[config.mk]
export PLATFORM = sky130hd
export DESIGN_NAME = fbec_mul
export DESIGN_NICKNAME = d
export VERILOG_FILES = /design/src/fbec_pkg.sv /design/src/fbec_mul.sv
export SDC_FILE = /design/constraint.sdc
export NUM_CORES = 2
export LEC_CHECK = 0
export BUFFER_PORTS_ARGS = -buffer_cell sky130_fd_sc_hd__buf_2
export CAP_MARGIN = 10
export CORE_MARGIN = 2
export CORE_UTILIZATION = 40
export CTS_CLUSTER_SIZE = 28
export DETAILED_ROUTE_END_ITERATION = 7
export GPL_ROUTABILITY_DRIVEN = 0
export PLACE_DENSITY = 0.6
export SLEW_MARGIN = 20
export SYNTH_ARGS = -nofsm -noshare
export SYNTH_HDL_FRONTEND = slang
export SYNTH_SLANG_ARGS = --single-unit
[constraint.sdc]
create_clock -name clk_i -period 9.6 [get_ports clk_i]
set_input_delay 1.92 -clock clk_i [delete_from_list [all_inputs] [get_ports clk_i]]
set_output_delay 1.92 -clock clk_i [all_outputs]
set_load 0.01 [all_outputs]
[src/fbec_pkg.sv]
// Shared types, constants and saturation helpers for the filter bank echo chain.
package fbec_pkg;

  localparam int SAMPLE_W = 24;
  localparam int STATE_W  = 32;
  localparam int COEF_W   = 18;
  localparam int DAMP_W   = 17;
  localparam int DLEN_W   = 16;
  localparam int MASK_W   = 10;
  localparam int CFG_IDX_W = 3;
  localparam int CFG_DAT_W = 17;
  localparam int PROD_W   = 35;

  localparam int unsigned DEF_CHANNELS    = 2;
  localparam int unsigned DEF_BANDS       = 10;
  localparam int unsigned DEF_DELAY_DEPTH = 32768;

  localparam logic [63:0] PI_Q30   = 64'd3373259426;
  localparam logic [63:0] RATE_HZ  = 64'd44100;
  localparam logic [63:0] LOW_CUT  = 64'd100;
  localparam logic [63:0] HIGH_CUT = 64'd10000;

  typedef enum logic [2:0] {
    REG_FILTER_EN = 3'd0,
    REG_ECHO_MODE = 3'd1,
    REG_BAND_MASK = 3'd2,
    REG_DELAY_LEN = 3'd3,
    REG_DAMPING   = 3'd4
  } cfg_reg_e;

  typedef enum logic [1:0] {
    ECHO_OFF   = 2'd0,
    ECHO_DELAY = 2'd1,
    ECHO_HALL  = 2'd2,
    ECHO_NONE  = 2'd3
  } echo_mode_e;

  // Echo request from the sequencer.
  typedef struct packed {
    logic                       valid;
    logic                       hall;
    logic signed [SAMPLE_W-1:0] sample;
  } echo_req_t;

  typedef struct packed {
    logic                       done;
    logic signed [SAMPLE_W-1:0] result;
  } echo_rsp_t;

  function automatic logic signed [STATE_W-1:0] sat32(input logic signed [39:0] v);
    logic signed [39:0] hi;
    logic signed [39:0] lo;
    hi = 40'sd2147483647;
    lo = -40'sd2147483648;
    if (v > hi) begin
      return 32'sh7fffffff;
    end else if (v < lo) begin
      return 32'sh80000000;
    end
    return v[STATE_W-1:0];
  endfunction

  function automatic logic signed [SAMPLE_W-1:0] sat24(input logic signed [STATE_W-1:0] v);
    if (v > 32'sd8388607) begin
      return 24'sh7fffff;
    end else if (v < -32'sd8388608) begin
      return 24'sh800000;
    end
    return v[SAMPLE_W-1:0];
  endfunction

endpackage

[src/fbec_mul.sv]
// Shared coefficient multiplier: registered round(a * c / 2^16), ties up.
module fbec_mul (
  input  logic                               clk_i,
  input  logic signed [fbec_pkg::STATE_W-1:0] a_i,
  input  logic        [fbec_pkg::COEF_W-1:0]  c_i,
  output logic signed [fbec_pkg::PROD_W-1:0]  p_o
);
  import fbec_pkg::*;

  logic signed [50:0] prod;
  logic signed [50:0] rnd;

  assign prod = 51'(a_i) * $signed({33'd0, c_i});
  assign rnd  = prod + 51'sd32768;

  always_ff @(posedge clk_i) begin
    p_o <= rnd[50:16];
  end

endmodule

# After elaboration in Yosys (flattened, before gate mapping)

Cells that the tools add are included.

Bits in registers: 35
Bits of input ports: 51
Output and inout port bits: 35
Logic and storage cells: 3

$add $sub $neg: 1
$mul: 1

Operators with widths:

| kind                   | number |
|---|---|
| $add 51x17->51 const B | 1 |
| $mul 32x19->51         | 1 |

# Longest topological paths before layout

Depth in word-level cells: 2
Depth in mapped cells: 24
Depth with buffers taken out: 23

# Worst setup path after synthesis

OpenSTA, ideal clock, no wires.

Path kind: input to register
From: input port a_i[30] (netlist name)
To: register p_o[34] (netlist name)
Setup time: 0.072 ns
Arrival time: 7.636 ns
Required time: 9.528 ns
Slack: 1.892 ns
Stages: 22
Path buffers: 1
Cell sequence: clkbuf_1 > nand2_1 > fa_1 > inv_1 > fa_1 > inv_1 > fa_1 > inv_1 > fa_1 > fa_1 > fa_1 > ha_1 > ha_1 > a21oi_1 > o21ai_0 > and3_1 > a211o_1 > or3_1 > o21ai_2 > o211ai_2 > a31oi_1 > xnor2_1

Longest elaborated chain between the ends: 2

RTL lines:

| item                   | line           | RTL |
|---|---|---|
| start: declaration     | fbec_mul.sv:4  | `input logic signed [fbec_pkg::STATE_W-1:0] a_i,` |
| $mul 32x19->51         | fbec_mul.sv:13 | `assign prod = 51'(a_i) * $signed({33'd0, c_i});` |
| $add 51x17->51         | fbec_mul.sv:14 | `assign rnd = prod + 51'sd32768;` |
| via rnd[50]            | fbec_mul.sv:11 | `logic signed [50:0] rnd;` |
| end signal: assignment | fbec_mul.sv:17 | `p_o <= rnd[50:16];` |
| end: declaration       | fbec_mul.sv:6  | `output logic signed [fbec_pkg::PROD_W-1:0] p_o` |

The timed path passes the listed nets, and every way through them passes these cells.

# Worst setup path after layout

From: input port c_i[11] (netlist name)
To: register p_o[29] (netlist name)

Longest elaborated chain between the ends: 2

RTL lines:

| item               | line           | RTL |
|---|---|---|
| start: declaration | fbec_mul.sv:5  | `input logic [fbec_pkg::COEF_W-1:0] c_i,` |
| $mul 32x19->51     | fbec_mul.sv:13 |  |
| $add 51x17->51     | fbec_mul.sv:14 |  |
| via rnd[45]        | fbec_mul.sv:11 |  |

The timed path passes the listed nets, and every way through them passes these cells.

==> metrics.md <==
| Metric | Value |
|---|---|
| Outcome | `finished clean` |
| Area delta synth->final | `5.78%` |
| Layout fillers | `5037` |
| GRT met1 Usage | `0.281` |
| Synth Cell Area | `0.0207 mm^2` |
| H-tree levels | `2` |
| Starting density of the core | `0.404` |
| Layout net count | `2995` |
| EDFF count, synth | `0` |
| CORE AREA | `0.0512 mm^2` |
| PortBufs | `85` |
| 1st-iter DRT viols | `649` |
| Worst path cell trace | `buf_2 -> nand2_1 -> fa_1 -> inv_1 -> fa_1 -> fa_1 -> fa_1 -> fa_1 -> fa_1 -> ha_1 -> ha_1 -> nand4_2 -> nor3_1 -> o2111ai_1 -> a2111oi_2 -> buf_4 -> o21ai_2 -> o21ai_1 -> a21oi_1 -> xnor2_1` |
| CTS buffer count | `5` |
| Register Area | `701 um^2` |
| Largest Register | `p_o` |
| # setup viols final | `0` |
| Slowest CP cell | `buf_2` |
| Syn Nets | `2981` |
| Deepest clock path buffer count | `2` |
| Area used by multi-input combinational logic | `0.0175 mm^2` |
| CTS Hold Bufs | `0` |
| Critical path launch point type | `input port` |
| Critical Path AT | `9.12 ns` |
| Top Registers | `p_o: 35 flops` |
| Rows | `83` |
| Crit. End Element | `flop` |
| Hold Crit Class | `reg2out` |
| Worst-Margin Slew | `0.851 ns` |
| Distinct cells, synth | `49` |
| CTS sink cnt | `35` |
| DR vias | `14.3k` |
| YS warnings | `0` |
| Global routing's busiest layer | `met2` |
| DP HPWL | `42.5 mm` |
| Final Hold Fails | `0` |
| Die extent in x | `231 um` |
| Yosys reg bits | `35` |
| Crit path max fanout | `27` |
| Max-cap violations | `0` |
| Fraction of final layout cells with drive strength greater than 1 | `0.0518` |
| Largest net degree at the start of global routing | `33` |
| Count leader, synth | `inv_1` |
| FMAX | `112 MHz` |
| CTS clk-pin slew, worst paths | `0.07 ns` |
| Max-slew violation count | `0` |
| Setup Buffers After CTS | `0` |
| Slew HR | `0.433` |
| Initial antenna violation count | `3` |
| Post-synthesis sequential area ratio | `0.0339` |
| Area leader, netlist | `fa_1` |
| Total die area | `0.0535 mm^2` |
| Vias per cell | `4.91` |
| Async SR Flop Fraction | `0` |
| GRT overflow | `0` |
| Largest register FFs | `35` |
| Post-route ant nets | `0` |
| Most common flop cell mapped by yosys | `dfxtp_1` |
| Root buf cell | `clkbuf_16` |
| RSZ-0062 raised after global routing | `no` |
| Met2 usage | `0.351` |
| Fin crit period | `8.89 ns` |
| Most common cell on crit path | `fa_1` |
| Final core occ | `0.427` |
| IO Count | `86` |
| CTS tree | `done` |
| Final WL | `51.2 mm` |
| Top cells by area, synth | `fa_1 54%, inv_1 10%, ha_1 10%, and2_1 8.4%, nand2_1 6.0%` |
| Avg WL per Cell | `17.6 um` |
| Buffers plus inverters on the worst setup path | `3` |
| Fin Setup TNS | `0 ns` |
| Top cells by count, synth | `563 x inv_1, 557 x fa_1, 328 x nand2_1` |
| CP max stage delay | `0.63 ns` |
| Die span in y | `231 um` |
| # resized after CTS | `0` |
| Average instance area after synthesis | `9.36 um^2` |
| Post-route DRC | `0` |
| Pre-antenna DRT Iters | `6` |
| CP required | `9.82 ns` |
| Setup Crit Path Kind | `in2reg` |
| Synth top area share | `0.540` |
| Final worst-path cycle share | `0.927` |
| Cell family with most CP delay | `adder cells` |
| Tot GR Track Use | `0.206` |
| Vias in the first global route | `16.2k` |
| Synth Instances | `2207` |
| First-pass GRT wire length | `86.0 mm` |
| Met3 Use GR | `0.0223` |
cell usage in the layout, fill, tap and decap left out, drive strengths merged, types with 3 or more instances in the layout:
cell / count
and3: 4
o21ai: 20
a21oi: 36
or2: 3
a21o: 7
nor3: 8
ha: 166
buf: 95
o211ai: 3
nor2: 15
and2: 278
nand2b: 3
nand2: 328
fa: 557
nand3: 5
inv: 563
clkbuf: 5
xnor2: 35
o21a: 3
dfxtp: 35
o21bai: 6
a211o: 3
nand4: 5
nor2b: 4
xor2: 9
kinds of logic after synthesis:
group / share of synthesized area
fa+ha+maj: 0.640
simple gates: 0.157
buf+inv: 0.118
compound gates: 0.0316
xor+xnor: 0.0187
flops: 0.0339
stage by stage:
| step | setup WS, ns | hold slack, ns | instances | instance area, um^2 |
|---|---|---|---|---|
| after floorplan | 1.89 | 2.22 | 2207 | 20700 |
| after global placement | 0.532 | 2.32 | 2894 | 21700 |
| after detailed placement | 0.376 | 2.32 | 2894 | 21700 |
| after CTS | 0.699 | 2.68 | 2902 | 21900 |
| after global routing | 0.421 | 2.69 | 2903 | 21900 |
| final | 0.705 | 2.66 | 2904 | 21900 |
path summary, 6_finish.rpt:
| kind | cells past startpoint | slack (ns) | from | to |
|---|---|---|---|---|
| max | 20 | 0.71 | c_i[11] | p_o[29]$_DFF_P_ |
| min | 1 | 2.66 | p_o[6]$_DFF_P_ | p_o[6] |
final cells by class:
class,count,area share
Antenna cell,2,0.000229
Clock buffer,5,0.00572
Clock inverter,3,0.00200
Inverter,563,0.0967
Multi-Input combinational cell,1521,0.801
Sequential cell,35,0.0321
Tap cell,680,0.0389
Timing Repair Buffer,95,0.0229
routing by layer:
| layer | share of wire | vias to the layer above |
|---|---|---|
| li1 | - | 6353 |
| met1 | 0.44 | 7524 |
| met2 | 0.49 | 315 |
| met3 | 0.042 | 63 |
| met4 | 0.020 | 0 |
| met5 | 0 | - |
Power is left out: the tool's default activity adds up to more than one toggle a clock period on the data nets, which glitch-free logic cannot reach.
